File: config.mk
export PLATFORM = sky130hd
export DESIGN_NAME = dpp_ctrl
export DESIGN_NICKNAME = d
export VERILOG_FILES = /design/src/dpp_pkg.sv /design/src/dpp_ctrl.sv
export SDC_FILE = /design/constraint.sdc
export NUM_CORES = 1
export LEC_CHECK = 0
export ABC_AREA = 1
export BUFFER_PORTS_ARGS = -buffer_cell sky130_fd_sc_hd__buf_2
export CORE_AREA = 2 2 39 41
export CTS_CLUSTER_SIZE = 28
export DETAILED_ROUTE_END_ITERATION = 12
export DIE_AREA = 0 0 41 43
export PLACE_DENSITY = 0.47
export REMOVE_ABC_BUFFERS = 1
export SYNTH_ARGS = -nofsm -noshare
export SYNTH_HDL_FRONTEND = slang
export SYNTH_SLANG_ARGS = --single-unit
export TNS_END_PERCENT = 10
File: constraint.sdc
create_clock -name clk_i -period 1.3 [get_ports clk_i]
set_input_delay 0.065 -clock clk_i [delete_from_list [all_inputs] [get_ports clk_i]]
set_output_delay 0.065 -clock clk_i [all_outputs]
set_load 0.02 [all_outputs]
File: src/dpp_pkg.sv
// Package for the depth pixel to point unit: frame sizes, register map, shared types.
`timescale 1ns / 1ps
`default_nettype none

package dpp_pkg;

  // Frame geometry
  localparam int unsigned FRAME_WIDTH  = 640;
  localparam int unsigned FRAME_HEIGHT = 480;
  localparam int unsigned COL_W        = 10;
  localparam int unsigned ROW_W        = 9;

  // Field and register widths
  localparam int unsigned DEPTH_W = 11;
  localparam int unsigned COLOR_W = 8;
  localparam int unsigned COORD_W = 32;
  localparam int unsigned CFG_W   = 34;
  localparam int unsigned IDX_W   = 3;

  // Configuration register indexes
  typedef enum logic [IDX_W-1:0] {
    REG_INV_FOCAL_X      = 3'd0,
    REG_INV_FOCAL_Y      = 3'd1,
    REG_CENTER_X         = 3'd2,
    REG_CENTER_Y         = 3'd3,
    REG_DISPARITY_GAIN   = 3'd4,
    REG_DISPARITY_OFFSET = 3'd5
  } reg_idx_e;

  // Register file contents seen by the datapath
  typedef struct packed {
    logic        [31:0] inv_focal_x;
    logic        [31:0] inv_focal_y;
    logic        [15:0] center_x;
    logic        [15:0] center_y;
    logic signed [33:0] disparity_gain;
    logic signed [33:0] disparity_offset;
  } cfg_t;

  // Controller states
  typedef enum logic [2:0] {
    ST_IDLE,
    ST_MUL,
    ST_ADD,
    ST_SETUP,
    ST_DIV,
    ST_FINISH
  } state_e;

  // Controller to datapath commands
  typedef struct packed {
    logic capture;
    logic mul_en;
    logic add_en;
    logic setup_en;
    logic div_step;
    logic load_out;
  } cmd_t;

  // Datapath to controller status
  typedef struct packed {
    logic w_pos;
    logic div_last;
    logic out_free;
  } status_t;

endpackage

`default_nettype wire

File: src/dpp_ctrl.sv
// Controller state machine of the depth pixel to point unit.
`timescale 1ns / 1ps
`default_nettype none

module dpp_ctrl (
  input  wire logic             clk_i,
  input  wire logic             rst_ni,
  input  wire logic             in_valid_i,
  output logic                  in_ready_o,
  input  wire dpp_pkg::status_t status_i,
  output dpp_pkg::cmd_t         cmd_o
);

  dpp_pkg::state_e state_q, state_d;

  // State register
  always_ff @(posedge clk_i or negedge rst_ni) begin
    if (!rst_ni) begin
      state_q <= dpp_pkg::ST_IDLE;
    end else begin
      state_q <= state_d;
    end
  end

  // Next state and commands
  always_comb begin
    state_d    = state_q;
    cmd_o      = '0;
    in_ready_o = 1'b0;
    unique case (state_q)
      dpp_pkg::ST_IDLE: begin
        in_ready_o    = 1'b1;
        cmd_o.capture = in_valid_i;
        if (in_valid_i) state_d = dpp_pkg::ST_MUL;
      end
      dpp_pkg::ST_MUL: begin
        cmd_o.mul_en = 1'b1;
        state_d      = dpp_pkg::ST_ADD;
      end
      dpp_pkg::ST_ADD: begin
        cmd_o.add_en = 1'b1;
        state_d      = dpp_pkg::ST_SETUP;
      end
      dpp_pkg::ST_SETUP: begin
        cmd_o.setup_en = 1'b1;
        // skip the divider when w is not positive
        state_d = status_i.w_pos ? dpp_pkg::ST_DIV : dpp_pkg::ST_FINISH;
      end
      dpp_pkg::ST_DIV: begin
        cmd_o.div_step = 1'b1;
        if (status_i.div_last) state_d = dpp_pkg::ST_FINISH;
      end
      dpp_pkg::ST_FINISH: begin
        // hold the result until the output register is free
        if (status_i.out_free) begin
          cmd_o.load_out = 1'b1;
          state_d        = dpp_pkg::ST_IDLE;
        end
      end
      default: state_d = dpp_pkg::ST_IDLE;
    endcase
  end

  a_load_needs_free_slot: assert property (@(posedge clk_i) disable iff (!rst_ni)
    cmd_o.load_out |-> status_i.out_free)
    else $error("result loaded over a pending beat");

  a_div_only_positive_w: assert property (@(posedge clk_i) disable iff (!rst_ni)
    cmd_o.div_step |-> status_i.w_pos)
    else $error("divider stepped with non-positive w");

  a_one_item_at_a_time: assert property (@(posedge clk_i) disable iff (!rst_ni)
    cmd_o.capture |=> !in_ready_o)
    else $error("input ready while an item is in flight");

endmodule

`default_nettype wire

==> results.py, run 1 <==
metrics = {
    "yosys": {
        "synth_area_um2": 220,
        "ys_seq_area_share_pct": 34.1,
        "synth.top_cell.area_share_pct": 34.1,
        "yosys_warnings": 0,
        "ys_seq_elements": 3,
        "synth_cell_types": 10,
        "synth_area_leaders": "dfrtp_1 (34%), nand2_1 (17%), inv_1 (15%)",
        "synth.avg_cell_area_um2": 5.80,
        "syn_inst": 38,
        "yosys.area.top_type": "dfrtp_1",
    },
    "route": {
        "num_vias": 272,
        "routed_wl_um": 578,
        "dr.pass1.iters": 2,
        "final_antenna_net_count": 0,
        "drt_iter0_drc": 5,
        "viasPerCell": 3.83,
        "drc_errors": 0,
        "routedWlPerCell_um": 8.14,
    },
    "clocking": {
        "numCtsBuffers": 3,
        "cts_tree": "yes",
        "cts.sinks": 3,
        "path_clk_slew_ns": 0.04,
        "worstSkewPairLatency_ns": 0.24,
        "cts_setup_buffers": 0,
        "cts-htree-levels": 1,
        "cts_buffer_depth": 2,
        "root_buffer": "clkbuf_4",
    },
    "global_route": {
        "grt_max_degree": 8,
        "gr-total-overflow": 0,
        "antenna_found_initial": 0,
        "grt_pass1_vias": 230,
        "grt_use_total_pct": 7.65,
        "grt_pass1_wl_um": 821,
    },
    "cells_and_area": {
        "fin_cells": 71,
        "largest_reg_flops": 3,
        "num_antenna_cells": 0,
        "nFillCells": 170,
        "most-common-layout-cells": "buf_2 (12), nand2_1 (10), inv_1 (9)",
        "reg_top3": "state_q x3",
        "finalNetCount": 62,
        "regMostFlops": "state_q",
        "final_common_cell": "buf_2",
        "layout-drive-gt1-share_pct": 32.7,
        "area_delta_synth_final_pct": 56.8,
        "utilization_pct": 25.0,
    },
    "setup_path": {
        "cp_slowest_cell": "dfrtp_2",
        "cp_data_arrival_time_ns": 1.18,
        "cp-start-kind": "flip-flop",
        "worstPathMaxFanout": 6,
        "path_cells": "nor2_4, nand2_1, nor2_1, buf_2",
        "required_ns": 1.24,
        "end_kind": "output pin",
        "slowest_delay_ns": 0.44,
        "critPathKind": "flip-flop to output pin",
    },
    "floorplanning": {
        "rows": 14,
        "ioPinCount": 13,
        "dieArea_mm2": 0.00176,
        "core_mm2": 0.00138,
        "die_w_um": 41,
        "start_util_pct": 15.9,
        "die_h_um": 43,
    },
    "placed_design": {
        "routabilityCongestion": 0.651,
        "place_ws_ns": 0.149,
        "dp_hpwl_um": 438,
        "portBuffers": 12,
        "place_inst": 66,
    },
    "pwr": {
        "p_total_uw": 831,
        "leakage_uw": 0.000215,
        "powerDensity_mw_per_mm2": 2410,
        "ir_worst_vdd_v": 0.000590,
    },
    "run_status": {
        "status": "completed",
    },
    "sta": {
        "clock_skew_ns": 0.000608,
        "slew_headroom_pct": 85.6,
        "setup-violations-final": 0,
        "worst_slew_pin_slew_ns": 0.216,
        "period_share_pct": 95.8,
        "min_period_ns": 1.25,
        "fmax_ghz": 0.803,
        "slew_violations": 0,
        "fin_ws_ns": 0.0540,
        "finalHoldViolations": 0,
    },
    "worst_hold_path": {
        "min_path_type": "input port to flip-flop",
    },
    "flow_run": {
        "maxCapViolCount": 0,
    },
}
[cell usage after synthesis (all sizes together)]
library cell / count
or2: 1
nand3: 3
dfrtp: 3
nand2: 10
a21oi: 2
nor2: 8
o21ai: 1
nor3: 1
inv: 9
[final timing paths]
path	startpoint	to	slack, ns	cells after the start
worst max register to register	state_q[1]	state_q[0]	0.21	6
worst max-delay path	state_q[0]	cmd_o[5]	0.05	4
min in group asynchronous	rst_ni	state_q[0]	0.15	2
worst min register to register	state_q[0]	state_q[0]	0.63	3
max in group asynchronous	rst_ni	state_q[0]	1.04	2
worst min-delay path	status_i[0]	state_q[0]	0.09	4
[cell type report]
| type | count | area, um^2 | share of cell area (%) |
|---|---|---|---|
| multi-input combinational | 26 | 119 | 34.4 |
| sequential | 3 | 76.3 | 22.1 |
| timing repair buffer | 13 | 70.1 | 20.3 |
| inverter | 9 | 33.8 | 9.78 |
| clock buffer | 4 | 26.3 | 7.61 |
| tap | 16 | 20.0 | 5.80 |
[critical path, delay by kind of cell (launching register included)]
kind                   cells  cell delay [ns]
buffers and inverters      1             0.17
flip-flops                 1             0.44
AND/OR/NAND/NOR            3             0.34
[per-stage QoR]
| step | instance area [um^2] | setup TNS [ns] | hold slack (ns) |
|---|---|---|---|
| 2_1_floorplan | 220 | 0 | -0.231 |
| 3_3_place_gp | 300 | 0 | -0.136 |
| 3_5_place_dp | 300 | 0 | -0.134 |
| 4_1_cts | 339 | 0 | 0.0991 |
| 5_1_grt | 345 | -0.00176 | 0.120 |
| 6_report | 345 | 0 | 0.0922 |
[timing repair]
item | in CTS | in global routing
hold buffers | 1 | 0
endpoints found under the setup margin | 3 | 2
gates cloned | 0 | 0
gates resized for setup | 1 | 2
endpoints found under the hold margin | 3 | 0
[per-layer routing]
| layer | global-route usage, % | wire, um | vias to the layer above |
|---|---|---|---|
| li1 | - | - | 146 |
| met1 | 7.77 | 232 | 113 |
| met2 | 9.69 | 281 | 9 |
| met3 | 3.14 | 39 | 4 |
| met4 | 10.0 | 25 | 0 |
| met5 | 0 | 0 | - |
[logic make-up after synthesis]
family / share of synthesized area [%]
simple gates: 43.8
buf+inv: 15.3
flops: 34.1
compound gates: 6.82
[power breakdown]
part	switching, uW	leakage (uW)	internal, uW
Clock	57.2	0.0000150	116
Combinational	286	0.000164	159
Sequential	71.4	0.0000365	141
Total	415	0.000215	416
Note: power is estimated with default switching activity, not from simulation.
==> run 2: changes to the inputs <==
--- a/config.mk
+++ b/config.mk
@@ -6,12 +6,12 @@
 export NUM_CORES = 1
 export LEC_CHECK = 0
 export ABC_AREA = 1
-export BUFFER_PORTS_ARGS = -buffer_cell sky130_fd_sc_hd__buf_2
 export CORE_AREA = 2 2 39 41
 export CTS_CLUSTER_SIZE = 28
 export DETAILED_ROUTE_END_ITERATION = 12
 export DIE_AREA = 0 0 41 43
-export PLACE_DENSITY = 0.47
+export DONT_BUFFER_PORTS = 1
+export PLACE_DENSITY = 0.38
 export REMOVE_ABC_BUFFERS = 1
 export SYNTH_ARGS = -nofsm -noshare
 export SYNTH_HDL_FRONTEND = slang
==> constraint.sdc (replaced) <==
create_clock -name clk_i -period 1.3 [get_ports clk_i]
set_input_delay 0.065 -clock clk_i [delete_from_list [all_inputs] [get_ports clk_i]]
set_output_delay 0.065 -clock clk_i [all_outputs]
set_load 0.005 [all_outputs]
==> results.py, run 2 (same netlist as run 1, synthesis figures left out) <==
metrics = {
    "floorplanning": {
        "dieArea_mm2": 0.00176,
        "ioPinCount": 13,
        "die_w_um": 41,
        "rows": 14,
        "die_h_um": 43,
        "start_util_pct": 15.9,
        "core_mm2": 0.00138,
    },
    "route": {
        "drt_iter0_drc": 6,
        "routed_wl_um": 487,
        "drc_errors": 0,
        "dr.pass1.iters": 4,
        "num_vias": 223,
        "final_antenna_net_count": 0,
        "routedWlPerCell_um": 8.25,
        "viasPerCell": 3.78,
    },
    "global_route": {
        "grt_use_total_pct": 8.25,
        "grt_max_degree": 8,
        "antenna_found_initial": 0,
        "grt_pass1_wl_um": 869,
        "gr-total-overflow": 0,
        "grt_pass1_vias": 228,
    },
    "clocking": {
        "cts_setup_buffers": 0,
        "path_clk_slew_ns": 0.04,
        "cts_buffer_depth": 2,
        "worstSkewPairLatency_ns": 0.23,
        "cts-htree-levels": 1,
        "cts.sinks": 3,
        "root_buffer": "clkbuf_4",
        "cts_tree": "yes",
        "numCtsBuffers": 3,
    },
    "placed_design": {
        "routabilityCongestion": 0.613,
        "place_ws_ns": 0.172,
        "portBuffers": 0,
        "dp_hpwl_um": 404,
    },
    "pwr": {
        "ir_worst_vdd_v": 0.000469,
        "cell_internal_pwr_uw": 348,
        "p_total_uw": 628,
        "powerDensity_mw_per_mm2": 2250,
        "clockPowerShare_pct": 25.9,
        "leakage_uw": 0.000160,
        "pwr-share-seq_pct": 31.6,
        "switching_share_pct": 44.6,
        "switchingPower_uw": 280,
        "comb_power_share_pct": 42.5,
    },
    "sta": {
        "period_share_pct": 87.7,
        "slew_headroom_pct": 81.5,
        "fmax_ghz": 0.877,
        "fin_ws_ns": 0.159,
        "slew_violations": 0,
        "min_period_ns": 1.14,
        "setup_tns_ns": 0,
        "finalHoldViolations": 0,
        "setup-violations-final": 0,
        "clock_skew_ns": 0.00160,
        "rsz0062_at_grt": "no",
        "worst_slew_pin_slew_ns": 0.276,
        "hold_slack_ns": 0.0179,
    },
    "setup_path": {
        "end_kind": "output pin",
        "cp_data_arrival_time_ns": 1.08,
        "required_ns": 1.24,
        "crit_start": "state_q[0]",
        "critPathKind": "flip-flop to output pin",
        "cp-start-kind": "flip-flop",
        "worstPathMaxFanout": 6,
        "reg2reg_from": "state_q[1]",
    },
    "cells_and_area": {
        "nFillCells": 171,
        "finalNetCount": 50,
        "final_common_cell": "nand2_1",
        "reg_top3": "state_q x3",
        "num_antenna_cells": 0,
        "regMostFlops": "state_q",
        "largest_reg_flops": 3,
        "area_delta_synth_final_pct": 26.7,
        "utilization_pct": 20.2,
        "layout-drive-gt1-share_pct": 11.6,
        "most-common-layout-cells": "nand2_1 (10), inv_1 (9), nor2_1 (6)",
    },
    "flow_run": {
        "maxCapViolCount": 0,
    },
    "run_status": {
        "status": "completed",
    },
    "worst_hold_path": {
        "min_path_type": "input port to flip-flop",
        "min_from": "status_i[0]",
    },
}
## run 2: changes by cell type in the layout (fill, tap and decap cells not counted), sizes merged
cell,delta
buf,-12
## run 2: layer usage
| layer | wire (um) | GRT usage, % | part of all wire (%) |
|---|---|---|---|
| met4 | 0 | 10.0 | 0 |
| met1 | 214 | 8.09 | 44 |
| met2 | 249 | 10.3 | 51 |
| met5 | 0 | 0 | 0 |
| met3 | 24 | 4.71 | 4.9 |
## run 2: final cells by class
cell class              count  area, um^2  area share [%]
well taps                  16        20.0            7.17
multi-input cells          26         114            40.8
repair buffers              1        10.0            3.59
flip-flops and latches      3        75.1            26.9
clock buffers               4        26.3            9.42
inverters                   9        33.8            12.1
## run 2: power by group through the flow
| stage | Clock (uW) | Sequential, uW | Combinational, uW |
|---|---|---|---|
| 2_1_floorplan | 0 | 184 | 223 |
| 3_3_place_gp | 0 | 198 | 271 |
| 3_5_place_dp | 0 | 195 | 268 |
| 4_1_cts | 170 | 194 | 273 |
| 5_1_grt | 176 | 212 | 322 |
| 6_report | 163 | 199 | 266 |
## run 2: critical path, cell delays in order, from the launching register on
cell and delay (ns):
dfrtp_1 0.42, nor2_2 0.20, nand2_1 0.09, nor2_1 0.13
## run 2: worst paths after layout
kind / endpoint / cells after the start / slack (ns)
min: state_q[0] / 3 / 0.02
max reg2reg: state_q[0] / 6 / 0.20
min in group asynchronous: state_q[0] / 1 / 0.08
min reg2reg: state_q[0] / 3 / 0.65
max in group asynchronous: state_q[1] / 1 / 1.07
max: cmd_o[5] / 3 / 0.16
## run 2: metrics by stage
step                      instances  area, um^2
after global placement           54         240
after detailed placement         54         240
final                            59         279
after CTS                        59         277
after floorplan                  38         220
after global routing             59         279
## run 2: what timing repair did
item	in CTS	in global routing
endpoints found under the hold margin	3	0
hold buffers	1	0
gates resized for setup	0	1
setup endpoints to repair	0	1
