`src/dpp_pkg.sv`:
```
// Package for the depth pixel to point unit: frame sizes, register map, shared types.
`timescale 1ns / 1ps
`default_nettype none

package dpp_pkg;

  // Frame geometry
  localparam int unsigned FRAME_WIDTH  = 640;
  localparam int unsigned FRAME_HEIGHT = 480;
  localparam int unsigned COL_W        = 10;
  localparam int unsigned ROW_W        = 9;

  // Field and register widths
  localparam int unsigned DEPTH_W = 11;
  localparam int unsigned COLOR_W = 8;
  localparam int unsigned COORD_W = 32;
  localparam int unsigned CFG_W   = 34;
  localparam int unsigned IDX_W   = 3;

  // Configuration register indexes
  typedef enum logic [IDX_W-1:0] {
    REG_INV_FOCAL_X      = 3'd0,
    REG_INV_FOCAL_Y      = 3'd1,
    REG_CENTER_X         = 3'd2,
    REG_CENTER_Y         = 3'd3,
    REG_DISPARITY_GAIN   = 3'd4,
    REG_DISPARITY_OFFSET = 3'd5
  } reg_idx_e;

  // Register file contents seen by the datapath
  typedef struct packed {
    logic        [31:0] inv_focal_x;
    logic        [31:0] inv_focal_y;
    logic        [15:0] center_x;
    logic        [15:0] center_y;
    logic signed [33:0] disparity_gain;
    logic signed [33:0] disparity_offset;
  } cfg_t;

  // Controller states
  typedef enum logic [2:0] {
    ST_IDLE,
    ST_MUL,
    ST_ADD,
    ST_SETUP,
    ST_DIV,
    ST_FINISH
  } state_e;

  // Controller to datapath commands
  typedef struct packed {
    logic capture;
    logic mul_en;
    logic add_en;
    logic setup_en;
    logic div_step;
    logic load_out;
  } cmd_t;

  // Datapath to controller status
  typedef struct packed {
    logic w_pos;
    logic div_last;
    logic out_free;
  } status_t;

endpackage

`default_nettype wire

```
`src/dpp_cfg_regs.sv`:
```
// Configuration register file of the depth pixel to point unit.
`timescale 1ns / 1ps
`default_nettype none

module dpp_cfg_regs (
  input  wire logic                       clk_i,
  input  wire logic                       rst_ni,
  input  wire logic                       cfg_we_i,
  input  wire logic [dpp_pkg::IDX_W-1:0]  cfg_index_i,
  input  wire logic [dpp_pkg::CFG_W-1:0]  cfg_wdata_i,
  output dpp_pkg::cfg_t                   cfg_o
);

  dpp_pkg::cfg_t cfg_q;

  // Write one register per enabled cycle; unknown indexes are dropped
  always_ff @(posedge clk_i or negedge rst_ni) begin
    if (!rst_ni) begin
      cfg_q.inv_focal_x      <= 32'd7228071;
      cfg_q.inv_focal_y      <= 32'd7266850;
      cfg_q.center_x         <= 16'd5432;
      cfg_q.center_y         <= 16'd3883;
      cfg_q.disparity_gain   <= -34'sd3297568;
      cfg_q.disparity_offset <= 34'sd3576579792;
    end else if (cfg_we_i) begin
      unique case (cfg_index_i)
        dpp_pkg::REG_INV_FOCAL_X:      cfg_q.inv_focal_x      <= cfg_wdata_i[31:0];
        dpp_pkg::REG_INV_FOCAL_Y:      cfg_q.inv_focal_y      <= cfg_wdata_i[31:0];
        dpp_pkg::REG_CENTER_X:         cfg_q.center_x         <= cfg_wdata_i[15:0];
        dpp_pkg::REG_CENTER_Y:         cfg_q.center_y         <= cfg_wdata_i[15:0];
        dpp_pkg::REG_DISPARITY_GAIN:   cfg_q.disparity_gain   <= $signed(cfg_wdata_i);
        dpp_pkg::REG_DISPARITY_OFFSET: cfg_q.disparity_offset <= $signed(cfg_wdata_i);
        default: ;
      endcase
    end
  end

  assign cfg_o = cfg_q;

endmodule

`default_nettype wire

```
`config.mk`:
```
export PLATFORM = sky130hd
export DESIGN_NAME = dpp_cfg_regs
export DESIGN_NICKNAME = d
export VERILOG_FILES = /design/src/dpp_pkg.sv /design/src/dpp_cfg_regs.sv
export SDC_FILE = /design/constraint.sdc
export NUM_CORES = 1
export LEC_CHECK = 0
export ABC_CLOCK_PERIOD_IN_PS = 830
export BUFFER_PORTS_ARGS = -buffer_cell sky130_fd_sc_hd__clkbuf_2
export CAP_MARGIN = 5
export CELL_PAD_IN_SITES_DETAIL_PLACEMENT = 1
export CELL_PAD_IN_SITES_GLOBAL_PLACEMENT = 2
export CORE_UTILIZATION = 35
export CTS_CLUSTER_DIAMETER = 120
export CTS_CLUSTER_SIZE = 40
export DETAILED_ROUTE_END_ITERATION = 16
export GPL_ROUTABILITY_DRIVEN = 0
export PLACE_DENSITY = 0.84
export RECOVER_POWER = 100
export SYNTH_ARGS = -nofsm -noshare
export SYNTH_HDL_FRONTEND = slang
export SYNTH_SLANG_ARGS = --single-unit
```
`constraint.sdc`:
```
create_clock -name clk_i -period 0.83 [get_ports clk_i]
set_input_delay 0.1245 -clock clk_i [delete_from_list [all_inputs] [get_ports clk_i]]
set_output_delay 0.1245 -clock clk_i [all_outputs]
set_load 0.02 [all_outputs]
```
==> results of run 1 <==
final cells by class:
type                       count  area, sq um
fill                        1477         5642
multi-input combinational    170         2529
clock inverter                15        143.9
tap                          225        281.5
clock buffer                  17        425.4
sequential                   164         4199
timing repair buffer         350         4197
layer usage:
metal	GRT usage [%]	wire length, um
met3	5.406	1024
met1	30.58	9851
met5	0	0
met2	43.97	13930
met4	7.346	671
metrics by stage:
stage	hold WS, ps	power, mW
2_1_floorplan	-171.1	15.99
6_report	36.02	32.98
5_1_grt	21.40	34.12
3_3_place_gp	-10.73	18.64
3_5_place_dp	-12.94	18.96
4_1_cts	2.606	30.07
cell usage in the layout (no fill, tap or decap):
master	netlist	layout
inv_6	0	5
mux2_2	153	19
dfrtp_1	88	88
buf_4	1	46
clkinv_4	0	1
clkbuf_1	0	1
dfstp_2	76	76
inv_8	0	1
buf_8	1	89
clkbuf_16	0	19
mux2_4	0	145
bufinv_16	0	1
buf_12	0	22
and4bb_4	0	1
clkinv_2	0	1
clkbuf_2	1	35
nor4bb_4	0	2
dlygate4sd3_1	0	18
clkbuf_8	0	36
clkinvlp_4	0	6
buf_6	10	99
nand4b_4	0	2
buf_16	0	2
nor4b_4	1	1
cell families after synthesis:
| family | count (synthesis) |
|---|---|
| muxes | 164 |
| DFF | 164 |
| buffers and inverters | 18 |
| and+or+nand+nor | 6 |
power groups by stage:
stage / Combinational (mW) / Clock (mW) / Sequential, mW
after floorplan: 2.35 / 0 / 13.6
after global placement: 7.20 / 0 / 11.4
after detailed placement: 7.40 / 0 / 11.6
after CTS: 10.6 / 7.83 / 11.6
after global routing: 13.3 / 8.36 / 12.4
final: 12.8 / 7.88 / 12.3
path summary, 6_finish.rpt:
kind	end	slack [ps]	cells after the start
max in group asynchronous	cfg_o[18]	-180	3
min reg2reg	cfg_o[144]	540	1
min in group asynchronous	cfg_o[128]	260	2
max reg2reg	cfg_o[142]	-180	3
min	cfg_o[19]	40	2
max	cfg_o[28]	-430	1
timing repair:
action / CTS / global route
pin swaps: 3 / 6
hold buffers: 18 / 0
gates cloned: 8 / 1
setup buffers: 71 / 58
gates resized for setup: 290 / 304
setup endpoints to repair: 278 / 292
endpoints found under the hold margin: 149 / 0
==> flow_summary_export.csv, run 1 <==
group,metric,value,unit
timing,min_period,1255,ps
synthesis,synth.area.mux_share,29.33,%
global_route,grt_pass1_wl,33270,um
synthesis,synth-compound-area-share,0,%
critical_path,path_buf_inv,1,
placement,port-buffer-count,203,
floorplan,dieArea,18530,sq um
routing,routed_wl,25480,um
critical_path,end_kind,"primary output",
min_path,holdCritStartpoint,"cfg_wdata_i[19]",
floorplan,die_y,136.1,um
clocking,h-tree-depth,4,
timing,maxSlewViolCount,0,
synthesis,ys_seq_area_share,66.68,%
timing,slew_headroom,55.29,%
global_route,grt_overflow,0,
synthesis,syn_nets,392,
synthesis,synth_top_area_share,34.97,%
timing,fmax,796.6,MHz
placement,dp_cells,791,
critical_path,crit_chain,"buf_8",
power_and_ir_drop,peakVddDrop,1.459,mV
synthesis,synth-xor-area-share,0,%
synthesis,postSynthAreaPerCell,17.89,sq um
power_and_ir_drop,pwr-share-clk,23.9,%
synthesis,synth_common_cells,"mux2_2, dfrtp_1, dfstp_2",
min_path,hold_path_class,"in2reg",
finish,final_core_util,67.61,%
synthesis,yosysWarnings,0,
routing,route.antenna.remaining_nets,0,
timing,worst_slew_pin_slew,670.7,ps
finish,layout-drive-gt1-share,85.06,%
placement,dp_slack,-669.3,ps
synthesis,yosysMostFrequentCell,"mux2_2",
finish,stdcell_area,11780,sq um
power_and_ir_drop,power.internal,22.46,mW
placement,placed_cell_area,8234,sq um
global_route,grt_pass1_vias,5214,
synthesis,yosysUniqueCellTypes,13,
synthesis,synthAdderAreaFrac,0,%
power_and_ir_drop,combPwrFrac,38.9,%
synthesis,syn-instance-count,352,
floorplan,rows,48,
global_route,grt_max_degree,47,
clocking,cts.sink_count,164,
placement,post-dp-hpwl,12010,um
clocking,cts_root_buffer,"clkbuf_16",
critical_path,start_kind,"flop",
synthesis,syn_area,6297,sq um
timing,setup_viol,477,
global_route,grtUsageTotal,25.02,%
synthesis,ys_ff_latch,164,
finish,final-instance-count-excl-fill,941,
finish,antenna_cells,0,
floorplan,initial_core_util,36.16,%
status,failed_checks,"negative setup slack",
synthesis,synth_top_family_by_area,"multiplexers",
finish,largest_register_ffs,164,
status,status,"complete, but fails checks",
clocking,clkTransAtPathRegs,80,ps
timing,finalHoldViolCount,0,
critical_path,cp.required,710,ps
floorplan,core_area,17420,sq um
critical_path,slowest_delay,580,ps
critical_path,r2r_start,"cfg_o[142]",
routing,drt-vias-per-instance,4.888,
floorplan,boundaryPins,204,
power_and_ir_drop,p_switching,10.52,mW
timing,rsz0062_at_grt,"true",
routing,dr.pass1.iters,4,
clocking,numCtsBuffers,17,
timing,clock_skew,0,ps
synthesis,async_flop_share,100.0,%
clocking,tritoncts,"yes",
power_and_ir_drop,p_seq_share,37.2,%
finish,syn2layout_area_growth,86.99,%
routing,detail_route.wl_per_cell,27.08,um
routing,num_vias,4600,
power_and_ir_drop,powerDensity,2801,nW/um^2
clocking,worstSkewPairLatency,420,ps
finish,nNetsFinal,743,
synthesis,yosys.area_share.simple,1.371,%
synthesis,synth_ff_type,"dfrtp_1",
timing,tns,-84820,ps
synthesis,synth_edf_count,0,
flow_run,maxCapViolCount,0,
synthesis,synthTopCellsByArea,"dfrtp_1, dfstp_2, mux2_2",
critical_path,cp_max_fo,2,
routing,drc,0,
power_and_ir_drop,power.leakage,5.551,nW
critical_path,crit_path_start,"cfg_o[28]",
critical_path,critPathArrivalTime,1130,ps
timing,finalCritPeriodShare,151.2,%
critical_path,crit_family,"flip-flops",
synthesis,netlist.top_cell.by_area,"dfrtp_1",
timing,timing.final.ws_setup,-425.3,ps
critical_path,crit_type,"reg2out",
floorplan,die_x,136.1,um
critical_path,crit_slowest_cell,"dfstp_2",
routing,drtIter0Drc,146,
power_and_ir_drop,p_sw_share,31.91,%
clocking,cts_buffer_depth,2,
global_route,grt_antenna_before_repair,0,
Power figures use the tool's default switching activity.
==> run 2: changes to the inputs <==
--- a/config.mk
+++ b/config.mk
@@ -10,6 +10,7 @@
 export CAP_MARGIN = 5
 export CELL_PAD_IN_SITES_DETAIL_PLACEMENT = 1
 export CELL_PAD_IN_SITES_GLOBAL_PLACEMENT = 2
+export CORE_MARGIN = 8
 export CORE_UTILIZATION = 35
 export CTS_CLUSTER_DIAMETER = 120
 export CTS_CLUSTER_SIZE = 40
==> run 2 against run 1 <==
  * The run still ends with negative setup slack left
  * First-iteration DRC count increased by 12%
  * Core utilization about the same
  * Combinational power about the same
  * Hold slack improved by 5.4 ps
  * Non-clock buffer count increased by 10
  * Critical path type unchanged
  * Critical endpoint is now cfg_o[151]
  * Highest routed layer unchanged
==> flow_summary_export.csv, run 2 (synthesis results as in run 1) <==
group,metric,value,unit
clocking,h-tree-depth,4,
routing,route.antenna.remaining_nets,0,
status,failed_checks,"negative setup slack",
critical_path,crit_slowest_cell,"dfstp_2",
global_route,grt_overflow,0,
timing,rsz0062_at_grt,"true",
flow_run,maxCapViolCount,0,
timing,min_period,1276,ps
clocking,numCtsBuffers,17,
min_path,hold_path_class,"in2reg",
global_route,grt_pass1_vias,5316,
finish,n_fill_cell,1459,
critical_path,start_kind,"flop",
floorplan,initial_core_util,35.42,%
critical_path,crit_chain,"buf_8",
critical_path,crit_path_start,"cfg_o[151]",
floorplan,die_x,150.1,um
finish,final-instance-count-excl-fill,956,
finish,final_core_util,67.64,%
critical_path,r2r_start,"cfg_o[159]",
floorplan,dieArea,22540,sq um
finish,nNetsFinal,753,
critical_path,path_buf_inv,1,
finish,layout_commonest_cell,"mux2_4",
global_route,grt_pass1_wl,35490,um
clocking,tritoncts,"yes",
power_and_ir_drop,finalPower,34.84,mW
finish,layout-drive-gt1-share,85.40,%
clocking,cts.sink_count,164,
routing,drt-vias-per-instance,4.908,
floorplan,core_area,17780,sq um
critical_path,slowest_delay,600,ps
status,status,"complete, but fails checks",
placement,post-dp-hpwl,13310,um
critical_path,end_kind,"primary output",
floorplan,rows,49,
critical_path,cp_max_fo,2,
routing,routed_wl,28320,um
critical_path,crit_type,"reg2out",
critical_path,cp.required,710,ps
clocking,worstSkewPairLatency,420,ps
routing,drtIter0Drc,164,
timing,worst_slew_pin_slew,689.1,ps
min_path,holdCritStartpoint,"cfg_wdata_i[1]",
global_route,grt_max_degree,40,
routing,dr.pass1.iters,4,
timing,finalCritPeriodShare,153.7,%
timing,slew_headroom,54.06,%
timing,setup_viol,468,
finish,syn2layout_area_growth,90.96,%
global_route,grtUsageTotal,21.58,%
finish,layout_common_cells,"mux2_4, buf_6, buf_8",
timing,clock_skew,0,ps
timing,timing.final.ws_setup,-446.0,ps
timing,maxSlewViolCount,0,
clocking,cts_buffer_depth,2,
placement,port-buffer-count,203,
floorplan,die_y,150.1,um
timing,tns,-92310,ps
routing,drc,0,
global_route,grt_antenna_before_repair,1,
clocking,clkTransAtPathRegs,70,ps
timing,finalHoldViolCount,0,
finish,largest_register_ffs,164,
global_route,gr-max-usage-layer,"met2",
power_and_ir_drop,peakVddDrop,1.574,mV
power_and_ir_drop,power.leakage,5.695,nW
critical_path,crit_family,"flip-flops",
placement,dp_cells,791,
clocking,cts_root_buffer,"clkbuf_16",
global_route,use_met2,39.71,%
power_and_ir_drop,powerDensity,2897,nW/um^2
critical_path,critPathArrivalTime,1150,ps
global_route,use_met1,23.97,%
floorplan,boundaryPins,204,
routing,detail_route.wl_per_cell,29.62,um
routing,num_vias,4692,
timing,fmax,783.7,MHz
global_route,grt_use_met3,4.208,%
## run 2: changes by cell type in the layout (fill, tap and decap cells not counted), sizes merged, moves of 3 or more
cell,previous run,this run
inv,6,3
clkinvlp,6,3
clkbuf,91,94
bufinv,1,6
buf,258,267
## run 2: power breakdown
group / internal [mW] / switching (mW) / leakage, nW / total (mW)
combinational: 8.00 / 5.12 / 3.52 / 13.1
clock: 5.78 / 3.59 / 0.324 / 9.37
sequential: 10.4 / 1.95 / 1.85 / 12.4
total: 24.2 / 10.7 / 5.70 / 34.8
## run 2: repair_timing
item                                    CTS  global route
pin swaps                                 4             5
hold buffers                             17             0
setup buffers                            66            65
gates resized for setup                 304           317
hold endpoints to repair                148             0
gates cloned                              8             6
endpoints found under the setup margin  304           302
## run 2: metrics by stage
stage,instance area (sq um),setup WS [ps],hold WS (ps)
after floorplan,6743,-479.0,-171.1
after global placement,8134,-624.0,2.154
after detailed placement,8134,-689.9,4.494
after CTS,10980,-442.5,1.173
after global routing,12030,-456.6,35.16
final,12030,-446.0,41.37
## run 2: area by class of cell
class                           instances  area [sq um]  area share, %
Antenna cell                            1         2.502        0.02081
Clock buffer                           18         439.2          3.652
Clock inverter                         14         246.5          2.050
Multi-Input combinational cell        170          2540          21.12
Sequential cell                       164          4200          34.93
Tap cell                              229         286.5          2.383
Timing Repair Buffer                  360          4310          35.84
## run 2: metal layers
metal / vias up / share of wire, %
met1: 2486 / 37
li1: 1978 / -
met2: 176 / 55
met3: 52 / 4.5
met5: - / 0
met4: 0 / 3.8
## run 2: path summary, 6_finish.rpt
kind | end | slack (ps) | cells after the start
setup / recovery | cfg_o[151] | -450 | 1
setup reg to reg | cfg_o[159] | -170 | 2
hold / removal | cfg_o[101] | 40 | 2
max in group asynchronous | cfg_o[118] | -230 | 3
hold reg to reg | cfg_o[144] | 540 | 1
min in group asynchronous | cfg_o[124] | 300 | 2
