--- src/dpp_pkg.sv ---
// Package for the depth pixel to point unit: frame sizes, register map, shared types.
`timescale 1ns / 1ps
`default_nettype none

package dpp_pkg;

  // Frame geometry
  localparam int unsigned FRAME_WIDTH  = 640;
  localparam int unsigned FRAME_HEIGHT = 480;
  localparam int unsigned COL_W        = 10;
  localparam int unsigned ROW_W        = 9;

  // Field and register widths
  localparam int unsigned DEPTH_W = 11;
  localparam int unsigned COLOR_W = 8;
  localparam int unsigned COORD_W = 32;
  localparam int unsigned CFG_W   = 34;
  localparam int unsigned IDX_W   = 3;

  // Configuration register indexes
  typedef enum logic [IDX_W-1:0] {
    REG_INV_FOCAL_X      = 3'd0,
    REG_INV_FOCAL_Y      = 3'd1,
    REG_CENTER_X         = 3'd2,
    REG_CENTER_Y         = 3'd3,
    REG_DISPARITY_GAIN   = 3'd4,
    REG_DISPARITY_OFFSET = 3'd5
  } reg_idx_e;

  // Register file contents seen by the datapath
  typedef struct packed {
    logic        [31:0] inv_focal_x;
    logic        [31:0] inv_focal_y;
    logic        [15:0] center_x;
    logic        [15:0] center_y;
    logic signed [33:0] disparity_gain;
    logic signed [33:0] disparity_offset;
  } cfg_t;

  // Controller states
  typedef enum logic [2:0] {
    ST_IDLE,
    ST_MUL,
    ST_ADD,
    ST_SETUP,
    ST_DIV,
    ST_FINISH
  } state_e;

  // Controller to datapath commands
  typedef struct packed {
    logic capture;
    logic mul_en;
    logic add_en;
    logic setup_en;
    logic div_step;
    logic load_out;
  } cmd_t;

  // Datapath to controller status
  typedef struct packed {
    logic w_pos;
    logic div_last;
    logic out_free;
  } status_t;

endpackage

`default_nettype wire

--- src/dpp_datapath.sv ---
// Datapath of the depth pixel to point unit: counters, products, dividers, output register.
`timescale 1ns / 1ps
`default_nettype none

module dpp_datapath (
  input  wire logic                          clk_i,
  input  wire logic                          rst_ni,
  input  wire dpp_pkg::cfg_t                 cfg_i,
  input  wire dpp_pkg::cmd_t                 cmd_i,
  output dpp_pkg::status_t                   status_o,
  input  wire logic [dpp_pkg::DEPTH_W-1:0]   depth_raw_i,
  input  wire logic [dpp_pkg::COLOR_W-1:0]   red_in_i,
  input  wire logic [dpp_pkg::COLOR_W-1:0]   green_in_i,
  input  wire logic [dpp_pkg::COLOR_W-1:0]   blue_in_i,
  input  wire logic                          start_of_frame_i,
  input  wire logic                          out_ready_i,
  output logic                               out_valid_o,
  output logic signed [dpp_pkg::COORD_W-1:0] point_x_o,
  output logic signed [dpp_pkg::COORD_W-1:0] point_y_o,
  output logic signed [dpp_pkg::COORD_W-1:0] point_z_o,
  output logic [dpp_pkg::COLOR_W-1:0]        red_out_o,
  output logic [dpp_pkg::COLOR_W-1:0]        green_out_o,
  output logic [dpp_pkg::COLOR_W-1:0]        blue_out_o,
  output logic                               point_valid_o,
  output logic                               last_of_frame_o
);

  localparam int unsigned LANES  = 3;
  localparam int unsigned LANE_X = 0;
  localparam int unsigned LANE_Y = 1;
  localparam int unsigned LANE_Z = 2;
  localparam int unsigned W_W    = 46;   // a*d + b
  localparam int unsigned DEN_W  = 45;   // positive w
  localparam int unsigned DIF_W  = 18;   // pixel offset from center, Q.4
  localparam int unsigned ABS_W  = 17;
  localparam int unsigned NUM_W  = 48;   // |offset| * inv_focal
  localparam int unsigned QUO_W  = 31;   // quotient bits below saturation
  localparam int unsigned HI_W   = 27;   // dividend bits above the quotient
  localparam int unsigned CNT_W  = 5;
  localparam logic [CNT_W-1:0]   LAST_STEP = CNT_W'(QUO_W - 1);
  localparam logic [HI_W-1:0]    Z_HI      = HI_W'(1) << 15;  // 2^46 >> 31
  localparam logic [31:0]        SAT_MAX   = 32'h7FFF_FFFF;
  localparam logic [31:0]        SAT_MIN   = 32'h8000_0000;

  // Pixel counters and captured beat
  logic [dpp_pkg::COL_W-1:0]   col_q, col_eff_q, col_eff_d, col_nxt;
  logic [dpp_pkg::ROW_W-1:0]   row_q, row_eff_q, row_eff_d, row_nxt;
  logic                        last_q;
  logic [dpp_pkg::DEPTH_W-1:0] depth_q;
  logic [dpp_pkg::COLOR_W-1:0] red_q, green_q, blue_q;

  assign col_eff_d = start_of_frame_i ? '0 : col_q;
  assign row_eff_d = start_of_frame_i ? '0 : row_q;

  // Advance the raster position
  always_comb begin
    col_nxt = col_eff_d + 1'b1;
    row_nxt = row_eff_d;
    if (col_eff_d == dpp_pkg::COL_W'(dpp_pkg::FRAME_WIDTH - 1)) begin
      col_nxt = '0;
      row_nxt = (row_eff_d == dpp_pkg::ROW_W'(dpp_pkg::FRAME_HEIGHT - 1)) ?
                '0 : row_eff_d + 1'b1;
    end
  end

  always_ff @(posedge clk_i or negedge rst_ni) begin
    if (!rst_ni) begin
      col_q <= '0;
      row_q <= '0;
    end else if (cmd_i.capture) begin
      col_q <= col_nxt;
      row_q <= row_nxt;
    end
  end

  // Capture the input beat
  always_ff @(posedge clk_i) begin
    if (cmd_i.capture) begin
      depth_q   <= depth_raw_i;
      red_q     <= red_in_i;
      green_q   <= green_in_i;
      blue_q    <= blue_in_i;
      col_eff_q <= col_eff_d;
      row_eff_q <= row_eff_d;
      last_q    <= (col_eff_d == dpp_pkg::COL_W'(dpp_pkg::FRAME_WIDTH - 1)) &&
                   (row_eff_d == dpp_pkg::ROW_W'(dpp_pkg::FRAME_HEIGHT - 1));
    end
  end

  // Offsets from the principal point and their products
  logic signed [DIF_W-1:0] dx, dy, ndx, ndy;
  logic [ABS_W-1:0]        adx, ady;
  logic [NUM_W:0]          mx_full, my_full;
  logic signed [W_W-1:0]   prod_d, prod_q, w_q;
  logic [NUM_W-1:0]        mx_q, my_q;
  logic [LANES-1:0]        neg_q, zero_q;

  assign dx  = $signed({4'b0, col_eff_q, 4'b0}) - $signed({2'b0, cfg_i.center_x});
  assign dy  = $signed({2'b0, cfg_i.center_y}) - $signed({5'b0, row_eff_q, 4'b0});
  assign ndx = -dx;
  assign ndy = -dy;
  assign adx = dx[DIF_W-1] ? ndx[ABS_W-1:0] : dx[ABS_W-1:0];
  assign ady = dy[DIF_W-1] ? ndy[ABS_W-1:0] : dy[ABS_W-1:0];
  assign mx_full = adx * cfg_i.inv_focal_x;
  assign my_full = ady * cfg_i.inv_focal_y;
  assign prod_d  = $signed(cfg_i.disparity_gain) * $signed({1'b0, depth_q});

  // Multiply stage
  always_ff @(posedge clk_i) begin
    if (cmd_i.mul_en) begin
      prod_q         <= prod_d;
      mx_q           <= mx_full[NUM_W-1:0];
      my_q           <= my_full[NUM_W-1:0];
      neg_q[LANE_X]  <= dx[DIF_W-1];
      neg_q[LANE_Y]  <= dy[DIF_W-1];
      neg_q[LANE_Z]  <= 1'b1;
      zero_q[LANE_X] <= (adx == '0) || (cfg_i.inv_focal_x == '0);
      zero_q[LANE_Y] <= (ady == '0) || (cfg_i.inv_focal_y == '0);
      zero_q[LANE_Z] <= 1'b0;
    end
  end

  // Add stage: w = a*d + b
  always_ff @(posedge clk_i) begin
    if (cmd_i.add_en) begin
      w_q <= prod_q + {{(W_W - dpp_pkg::CFG_W){cfg_i.disparity_offset[dpp_pkg::CFG_W-1]}},
                       cfg_i.disparity_offset};
    end
  end

  logic             w_pos;
  logic [DEN_W-1:0] den;
  assign w_pos = !w_q[W_W-1] && (w_q != '0);
  assign den   = w_q[DEN_W-1:0];

  // Divider lanes: restoring long division, one quotient bit per step
  logic [HI_W-1:0]  hi   [LANES];
  logic [QUO_W-1:0] lo   [LANES];
  logic [DEN_W-1:0] rem_q [LANES];
  logic [DEN_W-1:0] rem_d [LANES];
  logic [QUO_W-1:0] lo_q  [LANES];
  logic [QUO_W-1:0] quo_q [LANES];
  logic [LANES-1:0] qbit, ovf_d, ovf_q;
  logic [DEN_W:0]   trial [LANES];
  logic [DEN_W:0]   diff  [LANES];
  logic [CNT_W-1:0] cnt_q;

  assign hi[LANE_X] = mx_q[NUM_W-1:NUM_W-HI_W];
  assign hi[LANE_Y] = my_q[NUM_W-1:NUM_W-HI_W];
  assign hi[LANE_Z] = Z_HI;
  assign lo[LANE_X] = {mx_q[NUM_W-HI_W-1:0], 10'b0};
  assign lo[LANE_Y] = {my_q[NUM_W-HI_W-1:0], 10'b0};
  assign lo[LANE_Z] = '0;

  always_comb begin
    for (int i = 0; i < LANES; i++) begin
      ovf_d[i] = {{(DEN_W - HI_W){1'b0}}, hi[i]} >= den;
      trial[i] = {rem_q[i], lo_q[i][QUO_W-1]};
      diff[i]  = trial[i] - {1'b0, den};
      qbit[i]  = trial[i] >= {1'b0, den};
      rem_d[i] = qbit[i] ? diff[i][DEN_W-1:0] : trial[i][DEN_W-1:0];
    end
  end

  always_ff @(posedge clk_i) begin
    if (cmd_i.setup_en) begin
      cnt_q <= LAST_STEP;
      for (int i = 0; i < LANES; i++) begin
        ovf_q[i] <= ovf_d[i];
        rem_q[i] <= ovf_d[i] ? '0 : {{(DEN_W - HI_W){1'b0}}, hi[i]};
        lo_q[i]  <= lo[i];
        quo_q[i] <= '0;
      end
    end else if (cmd_i.div_step) begin
      cnt_q <= cnt_q - 1'b1;
      for (int i = 0; i < LANES; i++) begin
        rem_q[i] <= rem_d[i];
        lo_q[i]  <= {lo_q[i][QUO_W-2:0], 1'b0};
        quo_q[i] <= {quo_q[i][QUO_W-2:0], qbit[i]};
      end
    end
  end

  // Sign, saturate or clamp one coordinate
  function automatic logic [31:0] lane_result(input logic wpos, input logic zero,
                                              input logic ovf, input logic neg,
                                              input logic [QUO_W-1:0] quo);
    logic [31:0] qx;
    logic [31:0] r;
    qx = {1'b0, quo};
    if (!wpos) begin
      r = zero ? 32'h0 : (neg ? SAT_MIN : SAT_MAX);
    end else if (ovf) begin
      r = neg ? SAT_MIN : SAT_MAX;
    end else begin
      r = neg ? (32'h0 - qx) : qx;
    end
    return r;
  endfunction

  // Output register
  logic out_valid_q;
  logic out_free;
  assign out_free = !out_valid_q || out_ready_i;

  always_ff @(posedge clk_i or negedge rst_ni) begin
    if (!rst_ni) begin
      out_valid_q <= 1'b0;
    end else if (cmd_i.load_out) begin
      out_valid_q <= 1'b1;
    end else if (out_ready_i) begin
      out_valid_q <= 1'b0;
    end
  end

  always_ff @(posedge clk_i) begin
    if (cmd_i.load_out) begin
      point_x_o       <= lane_result(w_pos, zero_q[LANE_X], ovf_q[LANE_X], neg_q[LANE_X],
                                     quo_q[LANE_X]);
      point_y_o       <= lane_result(w_pos, zero_q[LANE_Y], ovf_q[LANE_Y], neg_q[LANE_Y],
                                     quo_q[LANE_Y]);
      point_z_o       <= lane_result(w_pos, zero_q[LANE_Z], ovf_q[LANE_Z], neg_q[LANE_Z],
                                     quo_q[LANE_Z]);
      red_out_o       <= red_q;
      green_out_o     <= green_q;
      blue_out_o      <= blue_q;
      point_valid_o   <= w_pos;
      last_of_frame_o <= last_q;
    end
  end

  assign out_valid_o       = out_valid_q;
  assign status_o.w_pos    = w_pos;
  assign status_o.div_last = (cnt_q == '0);
  assign status_o.out_free = out_free;

  a_rem_below_divisor: assert property (@(posedge clk_i) disable iff (!rst_ni)
    cmd_i.div_step |-> (rem_q[LANE_X] < den) && (rem_q[LANE_Z] < den))
    else $error("divider remainder not below divisor");

  a_invalid_point_saturates: assert property (@(posedge clk_i) disable iff (!rst_ni)
    cmd_i.load_out && !w_pos |=> !point_valid_o && (point_z_o == SAT_MIN))
    else $error("non-positive w did not saturate z");

  a_counters_in_frame: assert property (@(posedge clk_i) disable iff (!rst_ni)
    cmd_i.capture |=> (col_q < dpp_pkg::COL_W'(dpp_pkg::FRAME_WIDTH)) &&
                      (row_q < dpp_pkg::ROW_W'(dpp_pkg::FRAME_HEIGHT)))
    else $error("raster counters left the frame");

endmodule

`default_nettype wire

--- config.mk ---
export PLATFORM = sky130hd
export DESIGN_NAME = dpp_datapath
export DESIGN_NICKNAME = d
export VERILOG_FILES = /design/src/dpp_pkg.sv /design/src/dpp_datapath.sv
export SDC_FILE = /design/constraint.sdc
export NUM_CORES = 2
export LEC_CHECK = 0
export ABC_AREA = 0
export BUFFER_PORTS_ARGS = -buffer_cell sky130_fd_sc_hd__buf_2
export CAP_MARGIN = 20
export CELL_PAD_IN_SITES_DETAIL_PLACEMENT = 1
export CELL_PAD_IN_SITES_GLOBAL_PLACEMENT = 2
export CORE_ASPECT_RATIO = 2
export CORE_UTILIZATION = 42
export DETAILED_ROUTE_END_ITERATION = 10
export GPL_TIMING_DRIVEN = 0
export PLACE_DENSITY_LB_ADDON = 0.1
export SYNTH_ARGS = -nofsm -noshare
export SYNTH_HDL_FRONTEND = slang
export SYNTH_SLANG_ARGS = --single-unit
--- constraint.sdc ---
create_clock -name clk_i -period 12.6 [get_ports clk_i]
set_input_delay 0 -clock clk_i [delete_from_list [all_inputs] [get_ports clk_i]]
set_output_delay 0 -clock clk_i [all_outputs]
set_load 0.05 [all_outputs]
==> out/qor.txt <==
status - complete, no violations
worst-case reg-to-reg path depth - 34
Final Hold Viols - 0
core area - 205000 um2
Critical Path Fanout Max - 10
CTS sink count - 667
Worst EP arrival - 12.20 ns
most common library cells after synthesis - inv_1 (1683), nand2_1 (1420), fa_1 (1224)
worst reg2reg setup slack - 0.91 ns
gr ovfl total - 0
number of antenna violations at the first check in global routing - 24
Primary FF master, synth - edfxtp_1
RSZ-0062 raised after global routing - no
Setup Buffers After CTS - 0
Yosys reg bits - 667
hold path depth - 4
Antenna Nets Post-Route - 0
Mapped Cells - 9340
CTS tree - built
Synthesis Warnings - 0
Row Count - 235
worst-case hold path end point - w_q[4]
Worst R2R Start - row_eff_q[2]
share of the synthesized area in the top cell type - 0.284
sequential share of the synthesized area - 0.230
kind of critical path - in2reg
die height - 643 um
DP Wirelength - 262000 um
worst slew pin tran - 1.21 ns
Fill cells - 23979
Hold Slack - 0.0315 ns
Setup WS pre-CTS - 0.188 ns
first-pass GRT wire length - 467000 um
cts hold-fix bufs - 126
number of synthesized flops with an enable pin - 642
worst path bufs/invs - 11
RePlAce Congestion - 0.927
Post-Syn Area - 86300 um2
DIE AREA - 207000 um2
largest net degree at the start of global routing - 90
Largest delay share family, worst path - adder cells
slowest CP cell - xnor2_1
Max Cap Violations - 0
# IOs - 335
vias in the first global route - 77684
Worst Clk Skew - 0.0612 ns
drt initial violations - 2908
CTS clk-pin slew, worst paths - 0.07 ns
die width - 323 um
Pre-Repair DR Iteration Count - 5
latest clock arrival within the worst-skew pair - 0.73 ns
Storage cell area - 19900 um2
synth top area cells - fa_1 (28%), edfxtp_1 (22%), ha_1 (8.7%)
all-layer global routing usage - 0.304
HP Start - cfg_i[4]
drt total wl - 313000 um
Buffers on Ports - 289
Layout Nets - 11919
hold crit path type - in2reg
root buf cell - clkbuf_16
period utilization - 0.932
most common cell in the netlist - inv_1
setup TNS - 0 ns
wire per inst - 24.7 um
ys async rst share - 0.0300
proportion of layout cells with a drive suffix above 1 - 0.0524
Worst Setup SP - cfg_i[84]
Startpoint Class - input port
Syn Area/Cell - 9.24 um2
Final Max Tran Viols - 0
Critical Path Sink Type - flip-flop
Final Core Density - 0.466
drt drc - 0
Crit path largest cell delay - 0.94 ns
DR vias/cell - 5.40
Resize count post-CTS - 0
min Tclk post-route - 11.75 ns
vias after detailed routing - 68418
clk buf depth - 3
Worst slew margin - 0.189
worst r2r dst - my_q[45]
post-synth top area cell - fa_1
total CTS buffers - 71
Netlist cell types - 95
Area Growth Syn to Fin - 10.6%
final worst setup slack - 0.851 ns
CTS H-tree depth - 3
Multi-input gate area - 58600 um2
Setup-failing EPs final - 0
crit-path most repeated cell - fa_1
WP data required - 13.06 ns
Fmax - 85.1 MHz
Starting Density - 0.422
## layout make-up
cell class              instances  area share
plain buffers                 434      0.0176
inverters                    1685      0.0663
flip-flops and latches        667       0.208
clock inverters                42     0.00539
repair buffers                445      0.0333
diodes                         13    0.000341
multi-input cells            6583       0.614
clock buffers                  84      0.0192
well taps                    2725      0.0357
## sequential cells by signal (all words and copies together) (netlist names), 10 cells and up
register	cells
lo_q	42
depth_q	11
point_y_o	32
point_x_o	32
prod_q	46
w_q	46
mx_q	48
my_q	48
col_q	10
rem_q	135
quo_q	93
col_eff_q	10
point_z_o	32
## cell families after synthesis
group                      Yosys count  synth area share
buffers and inverters             2119            0.0927
muxes                               93            0.0109
adders and majority gates         1823             0.371
xor gates and xnor gates           379            0.0385
DFF                                667             0.230
AOI/OAI and AO/OA                 1284            0.0954
other                                2         0.0000870
and+or+nand+nor                   2973             0.161
## stage by stage
stage / instances / cell area, um2
floorplan: 9369 / 86400
global placement: 12383 / 91300
detailed placement: 12411 / 91800
CTS: 12663 / 95400
global route: 12666 / 95400
finish: 12678 / 95500
## layout by cell type, fill, tap and decap left out, drive strengths merged, types with 59 or more instances in the layout
cell type | synthesis | layout
a21o | 152 | 152
a21oi | 347 | 347
and2 | 557 | 557
buf | 58 | 377
clkbuf | 376 | 460
dlygate4sd3 | 0 | 126
edfxtp | 642 | 642
fa | 1224 | 1224
ha | 599 | 599
inv | 1684 | 1689
mux2i | 82 | 82
nand2 | 1421 | 1421
nand2b | 71 | 71
nand3 | 91 | 91
nor2 | 417 | 417
nor2b | 70 | 70
nor3 | 82 | 82
nor4 | 59 | 59
o21ai | 281 | 281
xnor2 | 250 | 250
xor2 | 129 | 129
## layer usage
metal	global-route usage	vias up	part of all wire
li1	-	30874	-
met1	0.303	35204	0.34
met2	0.585	1572	0.55
met3	0.0323	760	0.035
met4	0.197	8	0.075
met5	0	-	0.00015
## worst register-to-register path, delay by kind of cell (launching register included)
kind	cells	cell delay, ns
fa+ha+maj	8	3.70
buf+inv	6	1.73
xor+xnor	2	1.04
simple gates	5	0.92
compound gates	13	3.70
flops	1	0.36
## how the worst max path moves through the flow
stage                    end  cells past startpoint  slack, ns
finish              mx_q[46]                     38       0.85
floorplan           my_q[45]                     33       3.83
global placement    mx_q[46]                     38       0.09
global route        my_q[45]                     35       0.41
CTS                 mx_q[46]                     38       0.92
detailed placement  mx_q[46]                     38       0.19
Power is left out: the tool's default activity adds up to more than one toggle a clock period on the data nets, which glitch-free logic cannot reach.
